## config.mk

```make
export PLATFORM = sky130hd
export DESIGN_NAME = elevation_bang_bang_positioner_unit
export DESIGN_NICKNAME = d
export VERILOG_FILES = /design/src/rtl/epos_pkg.sv /design/src/rtl/elevation_bang_bang_positioner_unit.sv /design/src/rtl/epos_core.sv
export SDC_FILE = /design/constraint.sdc
export NUM_CORES = 1
export LEC_CHECK = 0
export BUFFER_PORTS_ARGS = -buffer_cell sky130_fd_sc_hd__clkbuf_2
export CORE_UTILIZATION = 45
export CTS_CLUSTER_DIAMETER = 30
export DETAILED_ROUTE_END_ITERATION = 6
export PLACE_DENSITY = 0.73
export SLEW_MARGIN = 20
export SYNTH_ARGS = -nofsm -noshare
export SYNTH_HDL_FRONTEND = slang
export SYNTH_SLANG_ARGS = --single-unit
export TNS_END_PERCENT = 50
```

## constraint.sdc

```tcl
create_clock -name i_clk -period 19 [get_ports i_clk]
set_clock_uncertainty 0.05 [all_clocks]
set_input_delay 2.85 -clock i_clk [delete_from_list [all_inputs] [get_ports i_clk]]
set_output_delay 2.85 -clock i_clk [all_outputs]
set_load 0.005 [all_outputs]
```

## src/rtl/epos_pkg.sv

```systemverilog
`timescale 1ns / 1ps
`default_nettype none
// ----------------------------------------------------------------------------
// epos_pkg
// Shared types and constants for the elevation bang-bang positioner.
// ----------------------------------------------------------------------------
package epos_pkg;

    localparam int ANGLE_MAX_DEF     = 9000;
    localparam int SIM_TOLERANCE_DEF = 5;

    localparam int BAND_W   = 14;
    localparam int TIME_W   = 32;
    localparam int TGT_IN_W = 17;
    localparam int MEAS_W   = 16;
    localparam int CALC_W   = 18;
    localparam int CFG_IDX_W = 8;
    localparam int CFG_DAT_W = 32;

    localparam logic [BAND_W-1:0] BRAKE_BAND_RST = BAND_W'(100);
    localparam logic [TIME_W-1:0] TIMEOUT_RST    = TIME_W'(60000);

    localparam logic [CFG_IDX_W-1:0] CFG_BRAKE_BAND = CFG_IDX_W'(0);
    localparam logic [CFG_IDX_W-1:0] CFG_TIMEOUT    = CFG_IDX_W'(1);
    localparam logic [CFG_IDX_W-1:0] CFG_SIM_MODE   = CFG_IDX_W'(2);

    localparam logic OP_START = 1'b0;
    localparam logic OP_TICK  = 1'b1;

    typedef struct packed {
        logic                       opcode;
        logic signed [TGT_IN_W-1:0] target_angle;
        logic signed [MEAS_W-1:0]   measured_angle;
        logic [TIME_W-1:0]          now_ms;
    } t_item;

    typedef struct packed {
        logic                     drive_enable;
        logic                     drive_up;
        logic                     busy;
        logic                     timed_out;
        logic signed [MEAS_W-1:0] parked_angle;
    } t_result;

endpackage
`default_nettype wire

```

## src/rtl/elevation_bang_bang_positioner_unit.sv

```systemverilog
`timescale 1ns / 1ps
`default_nettype none
// An item waits in the input register until the result register is free
// or being read (one input register, one result register).
// Throughput: one item per cycle unless i_out_ready stalls the result; the move
// decision is one stage of compares and subtracts between the two registers.
// Reset (synchronous, active low) empties both registers, clears the move
// state and loads brake_band 100, timeout_ms 60000, sim_mode 0.
// ----------------------------------------------------------------------------
// elevation_bang_bang_positioner_unit
// Elevation on/off positioner with brake band and move timeout.
// ----------------------------------------------------------------------------
module elevation_bang_bang_positioner_unit
    import epos_pkg::*;
#(
    parameter int ANGLE_MAX     = ANGLE_MAX_DEF,
    parameter int SIM_TOLERANCE = SIM_TOLERANCE_DEF
) (
    input  wire logic                       i_clk,
    input  wire logic                       i_rst_n,
    input  wire logic                       i_cfg_valid,
    output logic                            o_cfg_ready,
    input  wire logic [CFG_IDX_W-1:0]       i_cfg_index,
    input  wire logic [CFG_DAT_W-1:0]       i_cfg_data,
    input  wire logic                       i_in_valid,
    output logic                            o_in_ready,
    input  wire logic                       i_opcode,
    input  wire logic signed [TGT_IN_W-1:0] i_target_angle,
    input  wire logic signed [MEAS_W-1:0]   i_measured_angle,
    input  wire logic [TIME_W-1:0]          i_now_ms,
    output logic                            o_out_valid,
    input  wire logic                       i_out_ready,
    output logic                            o_drive_enable,
    output logic                            o_drive_up,
    output logic                            o_busy_res,
    output logic                            o_timed_out,
    output logic signed [MEAS_W-1:0]        o_parked_angle
);

    logic [BAND_W-1:0] r_band;
    logic [TIME_W-1:0] r_timeout;
    logic              r_sim_mode;

    logic    r_in_valid;
    t_item   r_item;
    logic    r_out_valid;
    t_result r_out;
    t_result core_res;
    logic    adv;

    assign o_cfg_ready  = 1'b1;
    assign adv          = r_in_valid && (!r_out_valid || i_out_ready);
    assign o_in_ready   = !r_in_valid || adv;

    always_ff @(posedge i_clk) begin
        if (!i_rst_n) begin
            r_band     <= BRAKE_BAND_RST;
            r_timeout  <= TIMEOUT_RST;
            r_sim_mode <= 1'b0;
        end else if (i_cfg_valid) begin
            case (i_cfg_index)
                CFG_BRAKE_BAND: r_band     <= i_cfg_data[BAND_W-1:0];
                CFG_TIMEOUT:    r_timeout  <= i_cfg_data[TIME_W-1:0];
                CFG_SIM_MODE:   r_sim_mode <= i_cfg_data[0];
                default:        r_sim_mode <= r_sim_mode;
            endcase
        end
    end

    // input register
    always_ff @(posedge i_clk) begin
        if (!i_rst_n) begin
            r_in_valid <= 1'b0;
        end else if (o_in_ready) begin
            r_in_valid <= i_in_valid;
        end
    end

    always_ff @(posedge i_clk) begin
        if (o_in_ready && i_in_valid) begin
            r_item.opcode         <= i_opcode;
            r_item.target_angle   <= i_target_angle;
            r_item.measured_angle <= i_measured_angle;
            r_item.now_ms         <= i_now_ms;
        end
    end

    epos_core #(
        .ANGLE_MAX     (ANGLE_MAX),
        .SIM_TOLERANCE (SIM_TOLERANCE)
    ) u_core (
        .i_clk        (i_clk),
        .i_rst_n      (i_rst_n),
        .i_en         (adv),
        .i_item       (r_item),
        .i_brake_band (r_band),
        .i_timeout_ms (r_timeout),
        .i_sim_mode   (r_sim_mode),
        .o_res        (core_res)
    );

    // result register
    always_ff @(posedge i_clk) begin
        if (!i_rst_n) begin
            r_out_valid <= 1'b0;
        end else if (adv) begin
            r_out_valid <= 1'b1;
        end else if (i_out_ready) begin
            r_out_valid <= 1'b0;
        end
    end

    always_ff @(posedge i_clk) begin
        if (adv) begin
            r_out <= core_res;
        end
    end

    assign o_out_valid    = r_out_valid;
    assign o_drive_enable = r_out.drive_enable;
    assign o_drive_up     = r_out.drive_up;
    assign o_busy_res     = r_out.busy;
    assign o_timed_out    = r_out.timed_out;
    assign o_parked_angle = r_out.parked_angle;

    a_timeout_ends_move: assert property (@(posedge i_clk) disable iff (!i_rst_n)
        r_out_valid && r_out.timed_out |-> !r_out.busy && !r_out.drive_enable)
        else $error("timeout result still shows an active move");

    a_reset_empties_out: assert property (@(posedge i_clk)
        $past(!i_rst_n) |-> !r_out_valid && !r_in_valid)
        else $error("pipeline not empty after reset");

    a_in_held_on_stall: assert property (@(posedge i_clk) disable iff (!i_rst_n)
        r_in_valid && !adv |=> r_in_valid)
        else $error("pending item dropped while stalled");

    a_out_held_on_stall: assert property (@(posedge i_clk) disable iff (!i_rst_n)
        r_out_valid && !i_out_ready |=> r_out_valid)
        else $error("result dropped while stalled");

endmodule
`default_nettype wire

```

## src/rtl/epos_core.sv

```systemverilog
`timescale 1ns / 1ps
`default_nettype none
// ----------------------------------------------------------------------------
// epos_core
// Move state and the start / tick decision logic for one item.
// ----------------------------------------------------------------------------
module epos_core
    import epos_pkg::*;
#(
    parameter int ANGLE_MAX     = ANGLE_MAX_DEF,
    parameter int SIM_TOLERANCE = SIM_TOLERANCE_DEF
) (
    input  wire logic              i_clk,
    input  wire logic              i_rst_n,
    input  wire logic              i_en,
    input  wire t_item             i_item,
    input  wire logic [BAND_W-1:0] i_brake_band,
    input  wire logic [TIME_W-1:0] i_timeout_ms,
    input  wire logic              i_sim_mode,
    output t_result                o_res
);

    localparam int TGT_W = $clog2(ANGLE_MAX + 1);
    localparam logic signed [CALC_W-1:0] ANGLE_MAX_C = CALC_W'(ANGLE_MAX);
    localparam logic signed [CALC_W-1:0] SIM_TOL_C   = CALC_W'(SIM_TOLERANCE);

    logic                     r_moving, n_moving;
    logic                     r_going_up, n_going_up;
    logic                     r_drive_on, n_drive_on;
    logic [TGT_W-1:0]         r_target, n_target;
    logic [TIME_W-1:0]        r_start_time, n_start_time;
    logic signed [MEAS_W-1:0] r_parked, n_parked;
    logic                     timed_out;

    logic signed [CALC_W-1:0] tgt_ext, tgt_clamp, meas_ext, diff, diff_abs;
    logic signed [CALC_W-1:0] band_ext, tgt_reg_ext;
    logic [TIME_W-1:0]        elapsed;
    logic                     stop;

    always_comb begin
        tgt_ext  = CALC_W'(i_item.target_angle);
        meas_ext = CALC_W'(i_item.measured_angle);
        band_ext = signed'({{(CALC_W-BAND_W){1'b0}}, i_brake_band});
        tgt_reg_ext = signed'({{(CALC_W-TGT_W){1'b0}}, r_target});

        if (tgt_ext < 0) begin
            tgt_clamp = '0;
        end else if (tgt_ext > ANGLE_MAX_C) begin
            tgt_clamp = ANGLE_MAX_C;
        end else begin
            tgt_clamp = tgt_ext;
        end

        diff     = meas_ext - tgt_clamp;
        diff_abs = (diff < 0) ? -diff : diff;
        elapsed  = i_item.now_ms - r_start_time;

        if (r_going_up) begin
            stop = meas_ext >= (tgt_reg_ext - band_ext);
        end else begin
            stop = meas_ext <= (tgt_reg_ext + band_ext);
        end

        n_moving     = r_moving;
        n_going_up   = r_going_up;
        n_drive_on   = r_drive_on;
        n_target     = r_target;
        n_start_time = r_start_time;
        n_parked     = r_parked;
        timed_out    = 1'b0;

        if (i_item.opcode == OP_START) begin
            n_target = tgt_clamp[TGT_W-1:0];
            if (i_sim_mode) begin
                if (diff_abs <= SIM_TOL_C) begin
                    n_parked = tgt_clamp[MEAS_W-1:0];
                    n_moving = 1'b0;
                end else begin
                    n_moving = 1'b1;
                end
            end else begin
                n_start_time = i_item.now_ms;
                n_drive_on   = 1'b0;
                if (diff_abs <= band_ext) begin
                    n_parked = i_item.measured_angle;
                    n_moving = 1'b0;
                end else begin
                    n_going_up = meas_ext < tgt_clamp;
                    n_drive_on = 1'b1;
                    n_moving   = 1'b1;
                end
            end
        end else if (r_moving && !i_sim_mode) begin
            if (elapsed > i_timeout_ms) begin
                n_drive_on = 1'b0;
                n_moving   = 1'b0;
                timed_out  = 1'b1;
            end else if (stop) begin
                n_drive_on = 1'b0;
                n_parked   = i_item.measured_angle;
                n_moving   = 1'b0;
            end
        end

        o_res.drive_enable = n_drive_on;
        o_res.drive_up     = n_going_up;
        o_res.busy         = n_moving;
        o_res.timed_out    = timed_out;
        o_res.parked_angle = n_parked;
    end

    always_ff @(posedge i_clk) begin
        if (!i_rst_n) begin
            r_moving     <= 1'b0;
            r_going_up   <= 1'b0;
            r_drive_on   <= 1'b0;
            r_target     <= '0;
            r_start_time <= '0;
            r_parked     <= '0;
        end else if (i_en) begin
            r_moving     <= n_moving;
            r_going_up   <= n_going_up;
            r_drive_on   <= n_drive_on;
            r_target     <= n_target;
            r_start_time <= n_start_time;
            r_parked     <= n_parked;
        end
    end

endmodule
`default_nettype wire
```

==> impl_metrics.tcl, run 1 <==
set metrics [dict create \
    syn_area_per_cell_um2 8.74 \
    cts-resized-gates 0 \
    cp.arrival_ns 7.83 \
    clk_latency_ns 0.46 \
    cts_tree "done" \
    overflow 0 \
    antenna_found_initial 3 \
    post-place-cells 2093 \
    worst_slew_pin_slew_ns 1.02 \
    holdBufCountCts 0 \
    max_freq_mhz 130 \
    critical_path_required_ns 19.15 \
    tns_ns 0 \
    grt_max_degree 94 \
    cts_setup_buffers 0 \
    outcome "finished, violations left" \
    h-tree-depth 4 \
    ir_worst_vdd_v 0.0000675 \
    yosys.area.top_type_share 0.183 \
    async_flop_share 0 \
    crit-reg2reg-launch "r_item[48]$_DFFE_PP_" \
    final_hold_viol_count 0 \
    yosysWarnings 0 \
    io_pins 134 \
    yosys-top-cells-area "edfxtp_1 (18%), dfxtp_1 (16%), ha_1 (13%)" \
    nets 1983 \
    dr.first_iter.drc_count 896 \
    place_congestion 0.987 \
    path_buf_inv 1 \
    worstHoldStart "u_core.r_start_time[25]$_SDFFE_PN0P_" \
    ys_seq_area_frac 0.344 \
    fin_crit_sh 0.404 \
    port_buffers 132 \
    p_leak_nw 6.41 \
    rows 64 \
    cap_viol_max_count 0 \
    cts_root_buffer "clkbuf_16" \
    antenna_cells 0 \
    hp-class "reg2reg" \
    yosysTopAreaCell "edfxtp_1" \
    ant_nets 0 \
    drive_gt1_frac 0.129 \
    cts_buffer_depth 2 \
    viasPerCell 5.67 \
    hold-path-endpoint "u_core.r_start_time[25]$_SDFFE_PN0P_" \
    wl_per_cell_um 17.5 \
    grt_pass1_wl_mm 58.7 \
    yosysUniqueCellTypes 91 \
    max_slew_margin 0.315 \
    syn2layout_area_growth_pct 11.3 \
    die_w_um 179 \
    start_util 0.460 \
    cp_max_fo 17 \
    die_area_mm2 0.0321 \
    rsz0062_at_grt "false" \
    dr.pass1.iters 7 \
    path_class "reg2reg" \
    slowest_delay_ns 0.58 \
    worstReg2RegEnd "o_parked_angle[14]$_DFFE_PP_" \
    syn_area_mm2 0.0141 \
    path_clk_slew_ns 0.08 \
    fillerInstances 2891 \
    post-route-drc-count 10 \
    stdcell_count 2125 \
    synth_ff_type "dfxtp_1" \
    cp-start-kind "register" \
    crit_family "simple AND/OR/NAND/NOR gates" \
    fp.coreArea_mm2 0.0307 \
    crit_top_cell "nand2_1" \
    numClockSinks 200 \
    r2r.worst_path.cells 27 \
    cp-end-kind "register" \
    first_global_vias 11600 \
    holdPathStages 2 \
    p_per_area_mw_per_mm2 69.2 \
    report.final.slew_viol_count 0 \
    yosys_register_bits 200 \
    period_needed_ns 7.68 \
    cts_buffers 17 \
    synth_edf_count 86 \
    drt_wl_total_mm 37.3 \
    dp_hpwl_mm 28.1 \
    grt.total_usage 0.236 \
    die_y_um 179 \
    violations "design-rule violations" \
    crit_slowest_cell "o22ai_4" \
    syn_inst 1617 \
    vias 12100 \
    r2r_setup_slack_ns 11.32 \
    finalSetupViolCount 0 \
]
cell usage after synthesis, types with 36 or more instances:
| cell type | n |
|---|---|
| edfxtp_1 | 86 |
| inv_1 | 123 |
| a21o_1 | 40 |
| nand2_1 | 226 |
| xnor2_1 | 51 |
| nor2_1 | 102 |
| dfxtp_1 | 114 |
| a21boi_0 | 79 |
| clkbuf_1 | 57 |
| ha_1 | 152 |
| a21oi_1 | 80 |
| o21ai_0 | 63 |
| nand3_1 | 36 |
sequential cells by signal, indices dropped and copies added (netlist names):
signal and count:
o_out_valid 1, u_core.r_drive_on 1, o_drive_up 1, o_timed_out 1
r_band 14, o_busy_res 1, r_sim_mode 1, u_core.r_parked 16
u_core.r_going_up 1, o_drive_enable 1, r_in_valid 1, u_core.r_moving 1
r_timeout 32, u_core.r_target 14, u_core.r_start_time 32, r_item 66
o_parked_angle 16
worst reg2reg max path: stages (launching register included):
cell and delay, ns:
edfxtp_1 0.39, o31a_1 0.30, o21ai_0 0.14, a21oi_1 0.09, o41ai_1 0.25, nand2_1 0.18
nor2_1 0.53, nand2_1 0.41, inv_1 0.13, ha_1 0.21, fa_1 0.24, nand2b_1 0.18
a21oi_1 0.16, or4b_1 0.53, nand3_1 0.26, o221ai_2 0.24, nand2_1 0.24, o21ai_0 0.15
xnor2_1 0.17, ha_1 0.31, nand4_1 0.13, nor3_1 0.23, a2111oi_0 0.12, nor4_1 0.29
and4bb_1 0.29, o22ai_4 0.58, o22ai_1 0.33, a22o_1 0.29
per-layer routing:
metal / up-vias / global-route usage / part of all wire
met3: 84 / 0.0488 / 0.063
met2: 431 / 0.400 / 0.47
li1: 5967 / - / -
met4: 4 / 0.0956 / 0.035
met1: 5570 / 0.288 / 0.43
met5: - / 0 / 0.00083
cell type report:
cell class / count / area, um2 / share of cell area
Multi-Input combinational cell: 1230 / 8590 / 0.546
Sequential cell: 200 / 4860 / 0.309
Timing Repair Buffer: 142 / 736 / 0.0467
Tap cell: 396 / 495 / 0.0315
Inverter: 125 / 469 / 0.0298
Clock buffer: 17 / 425 / 0.0270
Clock inverter: 15 / 161 / 0.0103
placed cells by master, fill, tap and decap left out, types with 40 or more instances in the layout:
cell      count
dfxtp_1     114
nand2_1     226
clkbuf_2    131
edfxtp_1     86
nor2_1      101
o21ai_0      63
a21boi_0     79
xnor2_1      51
ha_1        152
a21oi_1      80
inv_1       123
a21o_1       40
stage by stage:
step	utilization	hold WS [ns]	instance area, um2	setup slack (ns)	power, W
floorplan	-	0.391	14100	12.35	0.000658
global placement	0.493	0.402	15100	11.53	0.000717
detailed placement	0.493	0.409	15100	11.44	0.000724
CTS	0.512	0.419	15700	11.41	0.00109
global route	0.512	0.434	15700	10.84	0.00114
finish	0.512	0.417	15700	11.32	0.00109
how the worst max path moves through the flow:
stage | from | end | slack, ns | cells after the start
floorplan | r_item[0]$_DFFE_PP_ | o_parked_angle[0]$_DFFE_PP_ | 12.35 | 28
global placement | r_item[0]$_DFFE_PP_ | o_parked_angle[2]$_DFFE_PP_ | 11.53 | 27
detailed placement | r_item[0]$_DFFE_PP_ | o_parked_angle[7]$_DFFE_PP_ | 11.44 | 27
CTS | r_item[0]$_DFFE_PP_ | o_parked_angle[7]$_DFFE_PP_ | 11.41 | 27
global route | r_item[49]$_DFFE_PP_ | o_parked_angle[14]$_DFFE_PP_ | 10.84 | 27
finish | r_item[48]$_DFFE_PP_ | o_parked_angle[14]$_DFFE_PP_ | 11.32 | 27
cells by family after synthesis:
kind of cell,count (synthesis),synth area share
adders and majority gates,157,0.141
muxes,35,0.0279
xor gates and xnor gates,75,0.0475
and+or+nand+nor,523,0.173
other,1,0.000265
DFF,200,0.344
buffers and inverters,190,0.0515
AOI/OAI and AO/OA,436,0.215
power breakdown:
| part | internal, W | total, W | switching, W |
|---|---|---|---|
| clock | 0.000187 | 0.000369 | 0.000183 |
| sequential | 0.000466 | 0.000481 | 0.0000148 |
| combinational | 0.000103 | 0.000239 | 0.000135 |
| total | 0.000756 | 0.00109 | 0.000333 |
Note: power is estimated with default switching activity, not from simulation.
==> run 2: changes to the inputs <==
PLACE_DENSITY = 0.76   (was 0.73)
clock period = 7 ns   (was 19 ns; I/O delays follow)
==> run 2 against run 1 <==
The flow still finishes with violations (design-rule violations). Critical path type unchanged. Critical endpoint is now u_core.r_parked[0]$_SDFFE_PN0P_. Register-to-register slack got worse by 11 ns. Worst hold slack worse by 0.00070 ns. Largest power group unchanged. Sequential share of layout area shrank 0.49 points. Sequential power grew to 2.7 times the previous value. Count of clock-buffer cells in the layout did not move. Total power rose to 2.7 times the previous value.
==> impl_metrics.tcl, run 2 (synthesis gave the netlist of run 1 again) <==
set metrics [dict create \
    die_w_um 179 \
    die_area_mm2 0.0321 \
    dr.first_iter.drc_count 1016 \
    p_leak_nw 6.55 \
    final_hold_viol_count 0 \
    cts_buffers 17 \
    max_freq_mhz 150 \
    cts_buffer_depth 2 \
    path_clk_slew_ns 0.07 \
    fin_util 0.520 \
    cap_viol_max_count 0 \
    place_congestion 0.955 \
    ant_nets 0 \
    cts_tree "done" \
    cp-start-kind "register" \
    path_class "reg2reg" \
    outcome "finished, violations left" \
    critical_path_required_ns 7.30 \
    cp-end-kind "register" \
    worstHoldStart "u_core.r_start_time[7]$_SDFFE_PN0P_" \
    worstReg2RegEnd "u_core.r_parked[0]$_SDFFE_PN0P_" \
    grt_max_degree 99 \
    final_common_cell "nand2_1" \
    fin_crit_sh 0.951 \
    p_per_area_mw_per_mm2 183 \
    hold-path-endpoint "u_core.r_start_time[7]$_SDFFE_PN0P_" \
    cp_max_fo 12 \
    die_y_um 179 \
    slowest_delay_ns 0.54 \
    wl_per_cell_um 17.6 \
    holdPathStages 2 \
    hp-class "reg2reg" \
    drive_gt1_frac 0.149 \
    cp.arrival_ns 6.96 \
    violations "design-rule violations" \
    crit_slowest_cell "or4_1" \
    largest-register "r_item" \
    dp_hpwl_mm 28.6 \
    drt_wl_total_mm 37.9 \
    finalSetupViolCount 0 \
    crit-reg2reg-launch "r_item[0]$_DFFE_PP_" \
    r2r_setup_slack_ns 0.34 \
    port_buffers 132 \
    fp.coreArea_mm2 0.0307 \
    nets 2011 \
    combPwrFrac 0.229 \
    post-route-drc-count 10 \
    h-tree-depth 4 \
    cts_root_buffer "clkbuf_16" \
    crit_cells 30 \
    syn2layout_area_growth_pct 13.1 \
    top_regs "r_item x66, r_timeout x32, u_core.r_start_time x32" \
    viasPerCell 5.72 \
    path_buf_inv 5 \
    antenna_found_initial 5 \
    pwr-share-clk 0.326 \
    overflow 0 \
    start_util 0.460 \
    numClockSinks 200 \
    ir_worst_vdd_v 0.000182 \
    worst_slew_pin_slew_ns 0.958 \
    switching_power_w 0.000905 \
    first_global_vias 11900 \
    tns_ns 0 \
    dr.pass1.iters 7 \
    largest_reg_flops 66 \
    clk_latency_ns 0.45 \
    io_pins 134 \
    holdBufCountCts 0 \
    report.final.slew_viol_count 0 \
    p_seq_frac 0.445 \
    p_total_w 0.00293 \
    rows 64 \
    max_slew_margin 0.362 \
    p_int_w 0.00202 \
    crit_family "compound AO/OA/AOI/OAI gates" \
    grt_pass1_wl_mm 59.3 \
    vias 12300 \
    mostFrequentLayoutCells "nand2_1 (225), ha_1 (149), clkbuf_2 (131)" \
    grt.total_usage 0.236 \
    swShare 0.309 \
    r2r.worst_path.cells 30 \
    period_needed_ns 6.66 \
]
## run 2: how the worst max path moves through the flow
stage	start	to	slack, ns
floorplan	r_item[0]$_DFFE_PP_	o_parked_angle[0]$_DFFE_PP_	0.35
global placement	r_item[0]$_DFFE_PP_	u_core.r_parked[13]$_SDFFE_PN0P_	0.21
detailed placement	r_item[0]$_DFFE_PP_	u_core.r_parked[7]$_SDFFE_PN0P_	-0.04
CTS	r_item[0]$_DFFE_PP_	u_core.r_parked[7]$_SDFFE_PN0P_	0.05
global route	r_item[48]$_DFFE_PP_	u_core.r_parked[1]$_SDFFE_PN0P_	-0.009
finish	r_item[0]$_DFFE_PP_	u_core.r_parked[0]$_SDFFE_PN0P_	0.34
## run 2: stage by stage
stage | setup WS (ns) | hold WS (ns) | cells | area, um2
CTS | 0.0511 | 0.419 | 2141 | 15800
global placement | 0.209 | 0.401 | 2109 | 15300
finish | 0.342 | 0.417 | 2156 | 16000
floorplan | 0.352 | 0.391 | 1620 | 14100
detailed placement | -0.0435 | 0.409 | 2109 | 15300
global route | -0.00923 | 0.439 | 2156 | 16000
## run 2: worst register-to-register path: cells and delay by family, from the launching register on
kind	cells	cell delay (ns)
AO/OA/AOI/OAI	14	2.96
XOR/XNOR	1	0.10
adder cells (fa/ha/maj)	3	0.84
buffers and inverters	5	0.65
flip-flops	1	0.39
multiplexers	1	0.07
AND/OR/NAND/NOR	6	1.51
## run 2: power by group through the flow
| stage | registers, W | clock network, W | logic [W] |
|---|---|---|---|
| 2_1_floorplan | 0.00131 | 0 | 0.000474 |
| 3_3_place_gp | 0.00133 | 0 | 0.000619 |
| 3_5_place_dp | 0.00133 | 0 | 0.000642 |
| 4_1_cts | 0.00130 | 0.000968 | 0.000648 |
| 5_1_grt | 0.00131 | 0.00101 | 0.000743 |
| 6_report | 0.00130 | 0.000955 | 0.000669 |
## run 2: final cells by class
cell class,count,area [um2]
antenna,3,7.51
clock buffer,17,425
clock inverter,15,120
fill,2842,14800
inverter,125,469
multi-input combinational,1230,8640
sequential,200,4860
tap,396,495
timing repair buffer,170,975
## run 2: timing repair
action                                  CTS  global route
pin swaps                                 0             4
endpoints found under the setup margin    5            36
setup buffers                             0            12
resized for setup                         2            18
## run 2: metal layers
layer / track usage / wire length (um) / part of all wire
met5: 0 / 11 / 0.00029
met4: 0.123 / 1840 / 0.048
met3: 0.0515 / 2560 / 0.067
met2: 0.395 / 17700 / 0.47
met1: 0.282 / 15800 / 0.42
==> run 3: changes to the inputs <==
CORE_UTILIZATION = 55   (was 45)
PLACE_DENSITY = 0.88   (was 0.76)
==> run 3 against run 2 <==
The run still ends with design-rule violations left. Global-route usage grew 5.3 points. Die area down 18%. Sequential cell count unchanged. Register-to-register slack worse by 0.06 ns. Worst setup slack lost 0.059 ns. Count of clock-buffer cells in the layout up 3. Non-clock buffer count grew 6. Sequential power is essentially flat. Core utilization rose by 11 points. Critical path type unchanged.
==> impl_metrics.tcl, run 3 (synthesis gave the netlist of run 1 again) <==
set metrics [dict create \
    final_common_cell "nand2_1" \
    crit_family "compound AO/OA/AOI/OAI gates" \
    period_needed_ns 6.72 \
    post-route-drc-count 3 \
    pre_cts_slack_ns -0.0785 \
    cap_viol_max_count 0 \
    report.final.slew_viol_count 0 \
    nets 2017 \
    path_buf_inv 3 \
    fin_crit_sh 0.960 \
    h-tree-depth 4 \
    crit-reg2reg-launch "r_item[48]$_DFFE_PP_" \
    wl_per_cell_um 18.3 \
    worstHoldStart "r_timeout[18]$_SDFFE_PN0P_" \
    p_total_w 0.00297 \
    holdPathStages 2 \
    grt_pass1_wl_mm 59.8 \
    max_slew_margin 0.306 \
    dr.first_iter.drc_count 1180 \
    stdcell_area_mm2 0.0160 \
    holdBufCountCts 0 \
    cp-startpoint "r_item[48]$_DFFE_PP_" \
    pwr-share-clk 0.332 \
    cts_tree "done" \
    p_seq_frac 0.439 \
    die_w_um 162 \
    post-place-cells 2047 \
    cp_max_fo 16 \
    cts_root_buffer "clkbuf_16" \
    cp.arrival_ns 6.95 \
    r2r.worst_path.cells 29 \
    r2r_setup_slack_ns 0.28 \
    slowest_delay_ns 0.46 \
    die_y_um 162 \
    start_util 0.561 \
    hp-class "reg2reg" \
    violations "design-rule violations" \
    worst_slew_pin_slew_ns 1.04 \
    first_global_vias 12100 \
    drive_gt1_frac 0.149 \
    switching_power_w 0.000920 \
    tns_ns 0 \
    crit_slowest_cell "ha_1" \
    clk_latency_ns 0.45 \
    p_int_w 0.00205 \
    worstReg2RegEnd "o_parked_angle[9]$_DFFE_PP_" \
    antenna_found_initial 0 \
    drt_wl_total_mm 38.3 \
    top_regs "r_item x66, r_timeout x32, u_core.r_start_time x32" \
    setup_ws_ns 0.283 \
    dr.pass1.iters 7 \
    rows 58 \
    numClockSinks 200 \
    combPwrFrac 0.229 \
    largest_reg_flops 66 \
    antenna_cells 0 \
    dp_hpwl_mm 28.3 \
    swShare 0.310 \
    fp.coreArea_mm2 0.0252 \
    place_congestion 1.00 \
    overflow 0 \
    stdcell_count 2093 \
    grt.total_usage 0.289 \
    cp-start-kind "register" \
    vias 12600 \
    cts_buffer_depth 2 \
    grt_max_degree 117 \
    cp-end-kind "register" \
    dpl_cell_area_mm2 0.0152 \
    path_class "reg2reg" \
    mostFrequentLayoutCells "nand2_1 (225), ha_1 (152), clkbuf_2 (131)" \
    max_freq_mhz 149 \
    port_buffers 132 \
    path_clk_slew_ns 0.08 \
    ir_worst_vdd_v 0.000163 \
    critical_path_required_ns 7.23 \
    p_leak_nw 6.59 \
    p_per_area_mw_per_mm2 186 \
    ant_nets 0 \
    outcome "finished, violations left" \
    hold-path-endpoint "r_timeout[18]$_SDFFE_PN0P_" \
    cts_buffers 17 \
    finalSetupViolCount 0 \
    viasPerCell 6.00 \
    syn2layout_area_growth_pct 12.9 \
    die_area_mm2 0.0263 \
    largest-register "r_item" \
    io_pins 134 \
    final_hold_viol_count 0 \
]
[run 3: cell types whose count changed in the layout (fill, tap and decap cells not counted), moves of 3 or more]
| cell | change |
|---|---|
| ha_1 | +3 |
| clkinv_2 | -3 |
| diode_2 | -3 |
| buf_4 | +7 |
| inv_8 | +3 |
| ha_2 | -3 |
[run 3: how the worst max path moves through the flow]
stage / end / slack, ns / cells after the start
2_1_floorplan: o_parked_angle[0]$_DFFE_PP_ / 0.35 / 28
3_3_place_gp: u_core.r_parked[13]$_SDFFE_PN0P_ / 0.17 / 27
3_5_place_dp: u_core.r_parked[7]$_SDFFE_PN0P_ / -0.08 / 27
4_1_cts: u_core.r_parked[7]$_SDFFE_PN0P_ / 0.08 / 27
5_1_grt: u_core.r_parked[7]$_SDFFE_PN0P_ / -0.05 / 27
6_report: o_parked_angle[9]$_DFFE_PP_ / 0.28 / 29
[run 3: per-layer routing]
layer | up-vias | global-route usage | wire, um
met1 | 5845 | 0.343 | 15200
met5 | - | 0 | 0
met2 | 546 | 0.488 | 18000
li1 | 6023 | - | -
met4 | 0 | 0.174 | 2390
met3 | 136 | 0.0488 | 2790
[run 3: final cells by class]
cell class	count	area [um2]
multi-input combinational	1230	8630
fill	2020	9220
inverter	125	469
timing repair buffer	176	1010
clock inverter	12	130
clock buffer	20	447
sequential	200	4860
tap	330	413
[run 3: repair_timing]
| item | in CTS | in global routing |
|---|---|---|
| buffers inserted | 0 | 14 |
| pin swaps | 0 | 4 |
| gates resized for setup | 3 | 12 |
| setup endpoints to repair | 28 | 36 |
[run 3: through the flow]
stage | utilization | hold slack (ns)
finish | 0.634 | 0.415
global placement | 0.604 | 0.403
floorplan | - | 0.391
global route | 0.634 | 0.432
CTS | 0.627 | 0.420
detailed placement | 0.604 | 0.409
[run 3: power by group through the flow]
stage	logic, W	clock network (W)	registers [W]
6_report	0.000681	0.000985	0.00130
5_1_grt	0.000750	0.00104	0.00131
4_1_cts	0.000654	0.000991	0.00130
3_5_place_dp	0.000644	0	0.00133
3_3_place_gp	0.000620	0	0.00133
2_1_floorplan	0.000474	0	0.00131
[run 3: worst reg2reg max path: cells and delay by family, from the launching register on]
family | cells | cell delay, ns
flip-flops | 1 | 0.40
AND/OR/NAND/NOR | 9 | 1.60
AO/OA/AOI/OAI | 13 | 2.78
adder cells (fa/ha/maj) | 2 | 0.74
buffers and inverters | 3 | 0.49
multiplexers | 1 | 0.30
XOR/XNOR | 1 | 0.21
